File: src/design/aqc_pkg.sv
// ----------------------------------------------------------------------------
// aqc_pkg: shared types and codes of the alarm queue
// Item and result structs, table entry layout, kind and status codes, and
// the command and status bundles between the controller and the datapath.
// ----------------------------------------------------------------------------
package aqc_pkg;

  // Default table depth.
  localparam int CAPACITY_DEF = 16;

  // Field widths.
  localparam int KIND_W   = 2;
  localparam int TIME_W   = 40;
  localparam int COOKIE_W = 32;
  localparam int TARGET_W = 8;
  localparam int STATUS_W = 3;

  // Item kinds.
  localparam logic [KIND_W-1:0] KIND_SCHEDULE = 2'd0;
  localparam logic [KIND_W-1:0] KIND_CLEAR    = 2'd1;
  localparam logic [KIND_W-1:0] KIND_TICK     = 2'd2;

  // Result status codes.
  localparam logic [STATUS_W-1:0] ST_OK          = 3'd0;
  localparam logic [STATUS_W-1:0] ST_PAST        = 3'd1;
  localparam logic [STATUS_W-1:0] ST_NOT_FOUND   = 3'd2;
  localparam logic [STATUS_W-1:0] ST_FULL        = 3'd3;
  localparam logic [STATUS_W-1:0] ST_NOTHING_DUE = 3'd4;

  // One input item.
  typedef struct packed {
    logic [KIND_W-1:0]   kind;
    logic [TIME_W-1:0]   due_time;
    logic [COOKIE_W-1:0] cancel_cookie;
    logic [TIME_W-1:0]   now;
    logic [TARGET_W-1:0] target_handle;
  } in_item_t;

  // One result item.
  typedef struct packed {
    logic [STATUS_W-1:0] status;
    logic [COOKIE_W-1:0] out_cookie;
    logic [TARGET_W-1:0] fired_target;
    logic                fired;
    logic [TIME_W-1:0]   next_due;
    logic                armed;
  } out_item_t;

  // One alarm as held in the table memory.
  typedef struct packed {
    logic [TIME_W-1:0]   due;
    logic [COOKIE_W-1:0] cookie;
    logic [TARGET_W-1:0] target;
  } entry_t;

  localparam int ENTRY_W = $bits(entry_t);

  // Datapath commands, one per cycle.
  typedef enum logic [3:0] {
    OP_NONE,
    OP_LOAD,
    OP_SCHED_PAST,
    OP_SCHED_FULL,
    OP_SCHED_START,
    OP_INS_READ,
    OP_INS_MOVE,
    OP_INS_PLACE_UP,
    OP_INS_PLACE_LOW,
    OP_CMP_START,
    OP_TICK_FIRE,
    OP_TICK_IDLE,
    OP_CMP_READ,
    OP_CMP_STEP,
    OP_CMP_LAST,
    OP_FINISH
  } dp_op_t;

  // Datapath status seen by the controller.
  typedef struct packed {
    logic [KIND_W-1:0] kind;
    logic              past;
    logic              full;
    logic              empty;
    logic              due_now;
    logic              later;
    logic              idx_zero;
    logic              last;
    logic              out_free;
  } dp_stat_t;

endpackage

File: src/design/aqc_ram.sv
// ----------------------------------------------------------------------------
// aqc_ram: generic single-port-write RAM with registered read
// One write port and one read port; read data appears in the cycle after the
// read enable.
// ----------------------------------------------------------------------------
module aqc_ram
  import aqc_pkg::*;
#(
  parameter int WIDTH  = ENTRY_W,
  parameter int DEPTH  = CAPACITY_DEF,
  localparam int AW    = (DEPTH > 1) ? $clog2(DEPTH) : 1
) (
  input  logic             clk,
  input  logic             we,
  input  logic [AW-1:0]    waddr,
  input  logic [WIDTH-1:0] wdata,
  input  logic             re,
  input  logic [AW-1:0]    raddr,
  output logic [WIDTH-1:0] rdata
);

  logic [WIDTH-1:0] mem_r [DEPTH];
  logic [WIDTH-1:0] rdata_r;

  // Write and registered read.
  always_ff @(posedge clk) begin
    if (we) begin
      mem_r[waddr] <= wdata;
    end
    if (re) begin
      rdata_r <= mem_r[raddr];
    end
  end

  assign rdata = rdata_r;

endmodule

File: src/design/aqc_ctrl.sv
// ----------------------------------------------------------------------------
// aqc_ctrl: sequencer of the alarm queue
// Decodes each item and steps the datapath through the insertion walk or
// the compaction walk, then hands the result to the output register.
// ----------------------------------------------------------------------------
module aqc_ctrl
  import aqc_pkg::*;
(
  input  logic     clk,
  input  logic     rst_n,
  input  logic     in_valid,
  output logic     in_stall,
  input  dp_stat_t stat,
  output dp_op_t   op
);

  typedef enum logic [2:0] {
    S_IDLE,
    S_DECODE,
    S_INS_RD,
    S_INS_CHK,
    S_PLACE_LOW,
    S_CMP_RD,
    S_CMP_CHK,
    S_FINISH
  } state_t;

  state_t state_r;
  state_t state_nxt;

  // A new item is taken only between items.
  assign in_stall = (state_r != S_IDLE);

  // Next state and command.
  always_comb begin
    state_nxt = state_r;
    op        = OP_NONE;
    unique case (state_r)
      S_IDLE: begin
        if (in_valid) begin
          op        = OP_LOAD;
          state_nxt = S_DECODE;
        end
      end
      S_DECODE: begin
        unique case (stat.kind)
          KIND_SCHEDULE: begin
            if (stat.past) begin
              op        = OP_SCHED_PAST;
              state_nxt = S_FINISH;
            end else if (stat.full) begin
              op        = OP_SCHED_FULL;
              state_nxt = S_FINISH;
            end else begin
              op        = OP_SCHED_START;
              state_nxt = stat.empty ? S_PLACE_LOW : S_INS_RD;
            end
          end
          KIND_CLEAR: begin
            if (stat.empty) begin
              state_nxt = S_FINISH;
            end else begin
              op        = OP_CMP_START;
              state_nxt = S_CMP_RD;
            end
          end
          KIND_TICK: begin
            if (!stat.empty && stat.due_now) begin
              op        = OP_TICK_FIRE;
              state_nxt = S_CMP_RD;
            end else begin
              op        = OP_TICK_IDLE;
              state_nxt = S_FINISH;
            end
          end
          default: begin
            state_nxt = S_FINISH;
          end
        endcase
      end
      S_INS_RD: begin
        op        = OP_INS_READ;
        state_nxt = S_INS_CHK;
      end
      S_INS_CHK: begin
        // Later alarms move up one place; the new one lands above the
        // first alarm that is not later than it.
        if (stat.later) begin
          op        = OP_INS_MOVE;
          state_nxt = stat.idx_zero ? S_PLACE_LOW : S_INS_RD;
        end else begin
          op        = OP_INS_PLACE_UP;
          state_nxt = S_FINISH;
        end
      end
      S_PLACE_LOW: begin
        op        = OP_INS_PLACE_LOW;
        state_nxt = S_FINISH;
      end
      S_CMP_RD: begin
        op        = OP_CMP_READ;
        state_nxt = S_CMP_CHK;
      end
      S_CMP_CHK: begin
        if (stat.last) begin
          op        = OP_CMP_LAST;
          state_nxt = S_FINISH;
        end else begin
          op        = OP_CMP_STEP;
          state_nxt = S_CMP_RD;
        end
      end
      S_FINISH: begin
        if (stat.out_free) begin
          op        = OP_FINISH;
          state_nxt = S_IDLE;
        end
      end
      default: begin
        state_nxt = S_IDLE;
      end
    endcase
  end

  // State register.
  always_ff @(posedge clk) begin
    if (!rst_n) begin
      state_r <= S_IDLE;
    end else begin
      state_r <= state_nxt;
    end
  end

endmodule

File: src/design/aqc_dp.sv
// ----------------------------------------------------------------------------
// aqc_dp: datapath of the alarm queue
// Holds the item, the alarm count, the cookie counter, a copy of the
// earliest alarm, the walk indexes, the result and the output register,
// and drives the table memory.
// ----------------------------------------------------------------------------
module aqc_dp
  import aqc_pkg::*;
#(
  parameter int CAPACITY = CAPACITY_DEF
) (
  input  logic      clk,
  input  logic      rst_n,
  input  dp_op_t    op,
  output dp_stat_t  stat,
  input  in_item_t  in_data,
  output logic      out_valid,
  input  logic      out_stall,
  output out_item_t out_data
);

  localparam int IDX_W = (CAPACITY > 1) ? $clog2(CAPACITY) : 1;
  localparam int CNT_W = $clog2(CAPACITY + 1);

  in_item_t            item_r,       item_nxt;
  logic [CNT_W-1:0]    count_r,      count_nxt;
  logic [COOKIE_W-1:0] ctr_r,        ctr_nxt;
  entry_t              front_r,      front_nxt;
  logic [IDX_W-1:0]    idx_r,        idx_nxt;
  logic [IDX_W-1:0]    ri_r,         ri_nxt;
  logic [CNT_W-1:0]    wi_r,         wi_nxt;
  logic                drop_front_r, drop_front_nxt;
  logic [STATUS_W-1:0] res_status_r, res_status_nxt;
  logic [COOKIE_W-1:0] res_cookie_r, res_cookie_nxt;
  logic [TARGET_W-1:0] res_target_r, res_target_nxt;
  logic                res_fired_r,  res_fired_nxt;
  logic                out_valid_r,  out_valid_nxt;
  out_item_t           out_data_r,   out_data_nxt;

  logic             ram_we;
  logic [IDX_W-1:0] ram_waddr;
  entry_t           ram_wdata;
  logic             ram_re;
  logic [IDX_W-1:0] ram_raddr;
  entry_t           ram_rdata;

  entry_t           new_entry;
  logic             keep;
  logic [CNT_W-1:0] wi_plus;
  logic [CNT_W-1:0] count_m1;

  aqc_ram #(
    .WIDTH (ENTRY_W),
    .DEPTH (CAPACITY)
  ) u_ram (
    .clk   (clk),
    .we    (ram_we),
    .waddr (ram_waddr),
    .wdata (ram_wdata),
    .re    (ram_re),
    .raddr (ram_raddr),
    .rdata (ram_rdata)
  );

  // The alarm being scheduled takes the latest issued cookie.
  assign new_entry = '{due: item_r.due_time, cookie: ctr_r, target: item_r.target_handle};

  // In the compaction walk a tick drops the first alarm only, a clear
  // drops every alarm with a matching cookie.
  assign keep     = drop_front_r ? (ri_r != '0) : (ram_rdata.cookie != item_r.cancel_cookie);
  assign wi_plus  = wi_r + CNT_W'(keep);
  assign count_m1 = count_r - CNT_W'(1);

  // Status towards the controller.
  always_comb begin
    stat.kind     = item_r.kind;
    stat.past     = (item_r.due_time < item_r.now);
    stat.full     = (count_r == CNT_W'(CAPACITY));
    stat.empty    = (count_r == '0);
    stat.due_now  = (front_r.due <= item_r.now);
    stat.later    = (ram_rdata.due > item_r.due_time);
    stat.idx_zero = (idx_r == '0);
    stat.last     = (ri_r == count_m1[IDX_W-1:0]);
    stat.out_free = !out_valid_r || !out_stall;
  end

  // Command execution.
  always_comb begin
    item_nxt       = item_r;
    count_nxt      = count_r;
    ctr_nxt        = ctr_r;
    front_nxt      = front_r;
    idx_nxt        = idx_r;
    ri_nxt         = ri_r;
    wi_nxt         = wi_r;
    drop_front_nxt = drop_front_r;
    res_status_nxt = res_status_r;
    res_cookie_nxt = res_cookie_r;
    res_target_nxt = res_target_r;
    res_fired_nxt  = res_fired_r;
    out_data_nxt   = out_data_r;
    ram_we         = 1'b0;
    ram_waddr      = '0;
    ram_wdata      = new_entry;
    ram_re         = 1'b0;
    ram_raddr      = idx_r;

    // A waiting result leaves once the far side takes it.
    out_valid_nxt = out_valid_r && out_stall;

    unique case (op)
      OP_LOAD: begin
        item_nxt       = in_data;
        res_status_nxt = ST_OK;
        res_cookie_nxt = '0;
        res_target_nxt = '0;
        res_fired_nxt  = 1'b0;
      end
      OP_SCHED_PAST: begin
        ctr_nxt        = ctr_r + COOKIE_W'(1);
        res_status_nxt = ST_PAST;
      end
      OP_SCHED_FULL: begin
        ctr_nxt        = ctr_r + COOKIE_W'(1);
        res_status_nxt = ST_FULL;
      end
      OP_SCHED_START: begin
        ctr_nxt        = ctr_r + COOKIE_W'(1);
        res_cookie_nxt = ctr_r + COOKIE_W'(1);
        idx_nxt        = count_m1[IDX_W-1:0];
      end
      OP_INS_READ: begin
        ram_re    = 1'b1;
        ram_raddr = idx_r;
      end
      OP_INS_MOVE: begin
        ram_we    = 1'b1;
        ram_waddr = idx_r + IDX_W'(1);
        ram_wdata = ram_rdata;
        idx_nxt   = idx_r - IDX_W'(1);
      end
      OP_INS_PLACE_UP: begin
        ram_we    = 1'b1;
        ram_waddr = idx_r + IDX_W'(1);
        count_nxt = count_r + CNT_W'(1);
      end
      OP_INS_PLACE_LOW: begin
        ram_we    = 1'b1;
        ram_waddr = '0;
        count_nxt = count_r + CNT_W'(1);
      end
      OP_CMP_START: begin
        ri_nxt         = '0;
        wi_nxt         = '0;
        drop_front_nxt = 1'b0;
      end
      OP_TICK_FIRE: begin
        res_cookie_nxt = front_r.cookie;
        res_target_nxt = front_r.target;
        res_fired_nxt  = 1'b1;
        ri_nxt         = '0;
        wi_nxt         = '0;
        drop_front_nxt = 1'b1;
      end
      OP_TICK_IDLE: begin
        res_status_nxt = ST_NOTHING_DUE;
      end
      OP_CMP_READ: begin
        ram_re    = 1'b1;
        ram_raddr = ri_r;
      end
      OP_CMP_STEP, OP_CMP_LAST: begin
        if (keep) begin
          ram_we    = 1'b1;
          ram_waddr = wi_r[IDX_W-1:0];
          ram_wdata = ram_rdata;
        end
        wi_nxt = wi_plus;
        ri_nxt = ri_r + IDX_W'(1);
        if (op == OP_CMP_LAST) begin
          count_nxt = wi_plus;
          if (!drop_front_r && (wi_plus == count_r)) begin
            res_status_nxt = ST_NOT_FOUND;
          end
        end
      end
      OP_FINISH: begin
        out_valid_nxt             = 1'b1;
        out_data_nxt.status       = res_status_r;
        out_data_nxt.out_cookie   = res_cookie_r;
        out_data_nxt.fired_target = res_target_r;
        out_data_nxt.fired        = res_fired_r;
        out_data_nxt.next_due     = (count_r != '0) ? front_r.due : '0;
        out_data_nxt.armed        = (count_r != '0);
      end
      default: begin
      end
    endcase

    // Keep a copy of whatever lands at the head of the table.
    if (ram_we && (ram_waddr == '0)) begin
      front_nxt = ram_wdata;
    end
  end

  // Control registers.
  always_ff @(posedge clk) begin
    if (!rst_n) begin
      count_r     <= '0;
      ctr_r       <= '0;
      out_valid_r <= 1'b0;
    end else begin
      count_r     <= count_nxt;
      ctr_r       <= ctr_nxt;
      out_valid_r <= out_valid_nxt;
    end
  end

  // Payload registers.
  always_ff @(posedge clk) begin
    item_r       <= item_nxt;
    front_r      <= front_nxt;
    idx_r        <= idx_nxt;
    ri_r         <= ri_nxt;
    wi_r         <= wi_nxt;
    drop_front_r <= drop_front_nxt;
    res_status_r <= res_status_nxt;
    res_cookie_r <= res_cookie_nxt;
    res_target_r <= res_target_nxt;
    res_fired_r  <= res_fired_nxt;
    out_data_r   <= out_data_nxt;
  end

  assign out_valid = out_valid_r;
  assign out_data  = out_data_r;

endmodule

File: src/design/alarm_queue_with_cookies.sv
// ----------------------------------------------------------------------------
// alarm_queue_with_cookies: sorted alarm table with cookies
// Schedules, clears and fires alarms kept in due-time order in one RAM.
// ----------------------------------------------------------------------------
// The block takes one item at a time and gives exactly one result for it.
// Items are held off (in_stall high) from the cycle after a transfer until
// the result has been placed in the output register; a result that waits
// there does not hold off the next item. The table sits in one RAM with a
// registered read, and every pass over it reads each alarm touched and then
// checks or moves it: a schedule walks down from the latest pending alarm
// until it meets one that is not later than the new one; a clear, and a
// tick that fires, pass over every pending alarm; a refused schedule, an
// empty clear, a tick with nothing due and an unused kind make no pass.
// The earliest alarm is mirrored in registers, so no pass is needed to
// judge a tick or to report the next due time.
module alarm_queue_with_cookies
  import aqc_pkg::*;
#(
  parameter int CAPACITY = CAPACITY_DEF
) (
  input  logic      clk,
  input  logic      rst_n,
  input  logic      in_valid,
  output logic      in_stall,
  input  in_item_t  in_data,
  output logic      out_valid,
  input  logic      out_stall,
  output out_item_t out_data
);

  dp_op_t   op;
  dp_stat_t stat;

  // Sequencer.
  aqc_ctrl u_ctrl (
    .clk      (clk),
    .rst_n    (rst_n),
    .in_valid (in_valid),
    .in_stall (in_stall),
    .stat     (stat),
    .op       (op)
  );

  // Table, counters and result registers.
  aqc_dp #(
    .CAPACITY (CAPACITY)
  ) u_dp (
    .clk       (clk),
    .rst_n     (rst_n),
    .op        (op),
    .stat      (stat),
    .in_data   (in_data),
    .out_valid (out_valid),
    .out_stall (out_stall),
    .out_data  (out_data)
  );

`ifndef ASSERT_OFF
  // An item in transfer always makes the block busy in the next cycle.
  a_busy_after_accept : assert property (@(posedge clk) disable iff (!rst_n)
    (in_valid && !in_stall) |=> in_stall)
    else $error("input not held off after an item transfer");

  // A new result only appears at the end of the work on an item.
  a_result_after_work : assert property (@(posedge clk) disable iff (!rst_n)
    $rose(out_valid) |-> $past(in_stall))
    else $error("result appeared without an item at work");

  // A fired alarm is always reported as a success.
  a_fired_ok : assert property (@(posedge clk) disable iff (!rst_n)
    (out_valid && out_data.fired) |-> (out_data.status == ST_OK))
    else $error("fired alarm with a failure status");

  // The result command is only given while the output register is free.
  a_finish_free : assert property (@(posedge clk) disable iff (!rst_n)
    (op == OP_FINISH) |-> (!out_valid || !out_stall))
    else $error("result overwrote a waiting result");
`endif

endmodule
File: config.mk
export PLATFORM = sky130hd
export DESIGN_NAME = alarm_queue_with_cookies
export DESIGN_NICKNAME = d
export VERILOG_FILES = /design/src/design/aqc_pkg.sv /design/src/design/aqc_ram.sv /design/src/design/aqc_ctrl.sv /design/src/design/aqc_dp.sv /design/src/design/alarm_queue_with_cookies.sv
export SDC_FILE = /design/constraint.sdc
export NUM_CORES = 2
export LEC_CHECK = 0
export BUFFER_PORTS_ARGS = -buffer_cell sky130_fd_sc_hd__buf_2
export CORE_UTILIZATION = 30
export DETAILED_ROUTE_END_ITERATION = 8
export SYNTH_ARGS = -nofsm -noshare
export SYNTH_HDL_FRONTEND = slang
export SYNTH_SLANG_ARGS = --single-unit
export TNS_END_PERCENT = 1
File: constraint.sdc
create_clock -name clk -period 14.92 [get_ports clk]
set_clock_uncertainty 0.1 [all_clocks]
set_input_delay 2.984 -clock clk [delete_from_list [all_inputs] [get_ports clk]]
set_output_delay 2.984 -clock clk [all_outputs]
set_load 0.03 [all_outputs]
==> results.json <==
{
  "nNetsFinal": 4296,
  "grt_pass1_vias": 35800,
  "tightestPinTransition_ps": 1230,
  "final_cell_mix": "edfxtp_1, nand2_1, mux4_2",
  "finalPower_mw": 15.9,
  "synth_area_sq_um": 67200,
  "die_area_sq_um": 226000,
  "clkTransAtPathRegs_ps": 60,
  "seq_power_share": 0.453,
  "fmax_mhz": 141,
  "synth_edf_count": 1625,
  "p_switching_mw": 5.38,
  "cp_slowest_cell": "buf_4",
  "r2r-end": "u_dp.u_ram.mem_r[7][24]$_DFFE_PP_",
  "setup.reg_to_reg.worst_slack_ps": 7950,
  "ys_ff_latch": 1666,
  "setup_viol": 0,
  "hold_viol": 0,
  "critPathArrivalTime_ps": 7400,
  "grt_max_degree": 161,
  "hold_path.class": "reg2reg",
  "fp.dieH_microns": 475,
  "cts_buffer_depth": 3,
  "clk_latency_ps": 800,
  "cellPowerDensity_nw_per_um2": 206,
  "grtUsageTotal": 0.151,
  "wire_per_inst_microns": 24.0,
  "grt_first_pass_wirelength_microns": 249000,
  "r2r_cells": 13,
  "cts_setup_buffers": 0,
  "antenna_found_initial": 6,
  "postSynthCellCount": 3744,
  "intPower_mw": 10.5,
  "drt_wl_total_microns": 172000,
  "slew_headroom": 0.168,
  "p_comb_frac": 0.297,
  "cts_hold_buf": 0,
  "ir_drop_v": 0.000346,
  "slew_viol_final": 0,
  "p_clk_frac": 0.250,
  "cp-start-kind": "input pin",
  "leakagePower_nw": 25.3,
  "routed_via_density": 4.91,
  "cts_resized": 0,
  "htree_levels": 4,
  "finalSetupTns_ps": 0,
  "drive_above_1_share": 0.216,
  "rsz0062_at_grt": "no",
  "overflow": 0,
  "area_delta_synth_final_pct": 15.1,
  "critPathKind": "in2reg",
  "io_pins": 213,
  "r2r-start": "u_dp.u_ram.mem_r[0][78]$_DFFE_PP_",
  "coreArea_sq_um": 223000,
  "firstDrtPassIters": 6,
  "min_period_ps": 7100,
  "critPathCapture": "u_dp.u_ram.mem_r[7][24]$_DFFE_PP_",
  "yosysUniqueCellTypes": 75,
  "mostFrequentLayoutCell": "edfxtp_1",
  "rows": 173,
  "first_iter_violations": 2982,
  "cts_buffers": 161,
  "syn_avg_cell_area_sq_um": 18.0,
  "place_hpwl_microns": 102000,
  "critPathLaunch": "out_stall",
  "seq_area_frac_synth": 0.738,
  "multiInputGateArea_sq_um": 16700,
  "gp_congestion": 0.836,
  "yosysWarnings": 0,
  "swShare": 0.339,
  "outcome": "finished clean",
  "ant_nets": 0,
  "die_x_microns": 475,
  "drc": 0,
  "drv_cap": 0,
  "numPortBuffers": 212,
  "root_buffer": "clkbuf_16",
  "synthFlopType": "edfxtp_1",
  "cpPeakStageDelay_ps": 860,
  "period_share": 0.476,
  "end_kind": "register",
  "cts_tree": "yes",
  "cts_num_sinks": 1666,
  "crit_chain": "buf_2 -> nand2_1 -> nand2_1 -> o22ai_1 -> a311o_1 -> a221o_1 -> or4_4 -> o21ai_2 -> a31oi_1 -> nor2_4 -> buf_4 -> buf_4",
  "initial_utilization": 0.302,
  "fillers": 21000,
  "worstPathRequired_ps": 15220,
  "synth_fp_nets": 4003,
  "via_count": 35100,
  "ff_latch_area_sq_um": 49600,
  "crit_fanout": 50,
  "async_reset_ff_frac": 0
}
==> worst max-delay path, delay by kind of cell <==
family,cells,cell delay (ps)
and+or+nand+nor,4,1410
buffers and inverters,3,1450
AOI/OAI and AO/OA,5,1460
==> synth_stat cells (all sizes together) (4+ instances only) <==
library cell | n | area, sq um
a221o | 6 | 60.1
a21o | 7 | 52.6
nor4 | 14 | 100
o21ai | 106 | 546
a22oi | 4 | 30.0
o21a | 9 | 75.1
dfxtp | 41 | 821
mux4 | 320 | 7210
nor2 | 93 | 357
nand3b | 5 | 37.5
xnor2 | 50 | 438
mux2i | 10 | 100
nand4 | 31 | 194
nor2b | 42 | 263
a21oi | 54 | 270
nor3 | 10 | 50.1
nand3 | 54 | 270
nand2 | 414 | 1550
xor2 | 62 | 543
a211oi | 87 | 653
and3 | 19 | 124
or2 | 4 | 25.0
buf | 62 | 310
inv | 105 | 394
ha | 133 | 1660
o22ai | 6 | 43.8
a21boi | 7 | 52.6
and4 | 7 | 61.3
edfxtp | 1625 | 48800
a31oi | 87 | 551
and2 | 104 | 651
nand2b | 5 | 31.3
o211ai | 6 | 45.0
clkbuf | 115 | 432
==> sequential cells by signal (all words and copies together) (netlist names), 2 cells and up <==
name	flops
u_dp.item_r	120
u_dp.count_r	5
u_dp.ri_r	4
u_dp.u_ram.rdata	80
u_dp.wi_r	5
u_dp.res_cookie_r	32
u_ctrl.state_r	3
u_dp.u_ram.mem_r	1280
u_dp.stat	2
u_dp.res_target_r	8
u_dp.out_data	85
u_dp.res_status_r	3
u_dp.ctr_r	32
u_dp.idx_r	4
==> stage by stage <==
step,util,hold WS (ps),setup slack (ps),cell area [sq um],instances
2_1_floorplan,-,300,3560,67200,3744
3_3_place_gp,0.325,306,7090,72300,6849
3_5_place_dp,0.325,306,7000,72300,6849
4_1_cts,0.348,311,7840,77300,7141
5_1_grt,0.348,320,7710,77300,7143
6_report,0.348,310,7820,77300,7143
==> power by group through the flow <==
stage          clock [mW]  combinational [mW]  sequential (mW)
3_3_place_gp            0                4.68             7.29
5_1_grt              4.22                5.14             7.24
3_5_place_dp            0                4.76             7.30
2_1_floorplan           0                3.05             7.17
6_report             3.98                4.72             7.20
4_1_cts              4.07                4.78             7.21
==> kinds of logic (layout without fill, tap and decap cells) <==
logic type	count (synthesis)	after routing	share of synthesized area
AO/OA/AOI/OAI	404	404	0.0389
adder cells (fa/ha/maj)	133	133	0.0248
AND/OR/NAND/NOR	813	813	0.0569
other	0	2	0
multiplexers	333	333	0.109
buffers and inverters	282	704	0.0169
XOR/XNOR	113	113	0.0149
flip-flops	1666	1666	0.738
==> area by class of cell <==
| class | instances | area share |
|---|---|---|
| tap | 2975 | 0.0481 |
| clock buffer | 199 | 0.0556 |
| antenna | 2 | 0.0000647 |
| timing repair buffer | 307 | 0.0236 |
| multi-input combinational | 1796 | 0.216 |
| clock inverter | 93 | 0.0100 |
| inverter | 105 | 0.00510 |
| sequential | 1666 | 0.642 |
==> worst min path at each step <==
stage	start	endpoint	slack, ps	cells past startpoint
6_report	u_dp.res_cookie_r[6]$_DFFE_PP_	u_dp.out_data[56]$_DFFE_PP_	310	0
5_1_grt	u_dp.res_cookie_r[6]$_DFFE_PP_	u_dp.out_data[56]$_DFFE_PP_	320	0
4_1_cts	u_dp.res_cookie_r[6]$_DFFE_PP_	u_dp.out_data[56]$_DFFE_PP_	310	0
3_5_place_dp	u_dp.res_cookie_r[5]$_DFFE_PP_	u_dp.out_data[55]$_DFFE_PP_	310	0
3_3_place_gp	u_dp.res_cookie_r[14]$_DFFE_PP_	u_dp.out_data[64]$_DFFE_PP_	310	0
2_1_floorplan	u_dp.res_fired_r$_DFFE_PP_	u_dp.out_data[41]$_DFFE_PP_	300	0
==> metal layers <==
layer  routed length, microns  vias up  GRT usage
met5                       37        -          0
met4                     6720        6     0.0628
met3                     8320      278     0.0227
met2                    87000     1023      0.258
met1                    69700    18400      0.190
li1                         -    15400          -
No activity file was read; power rests on OpenSTA's default activity.
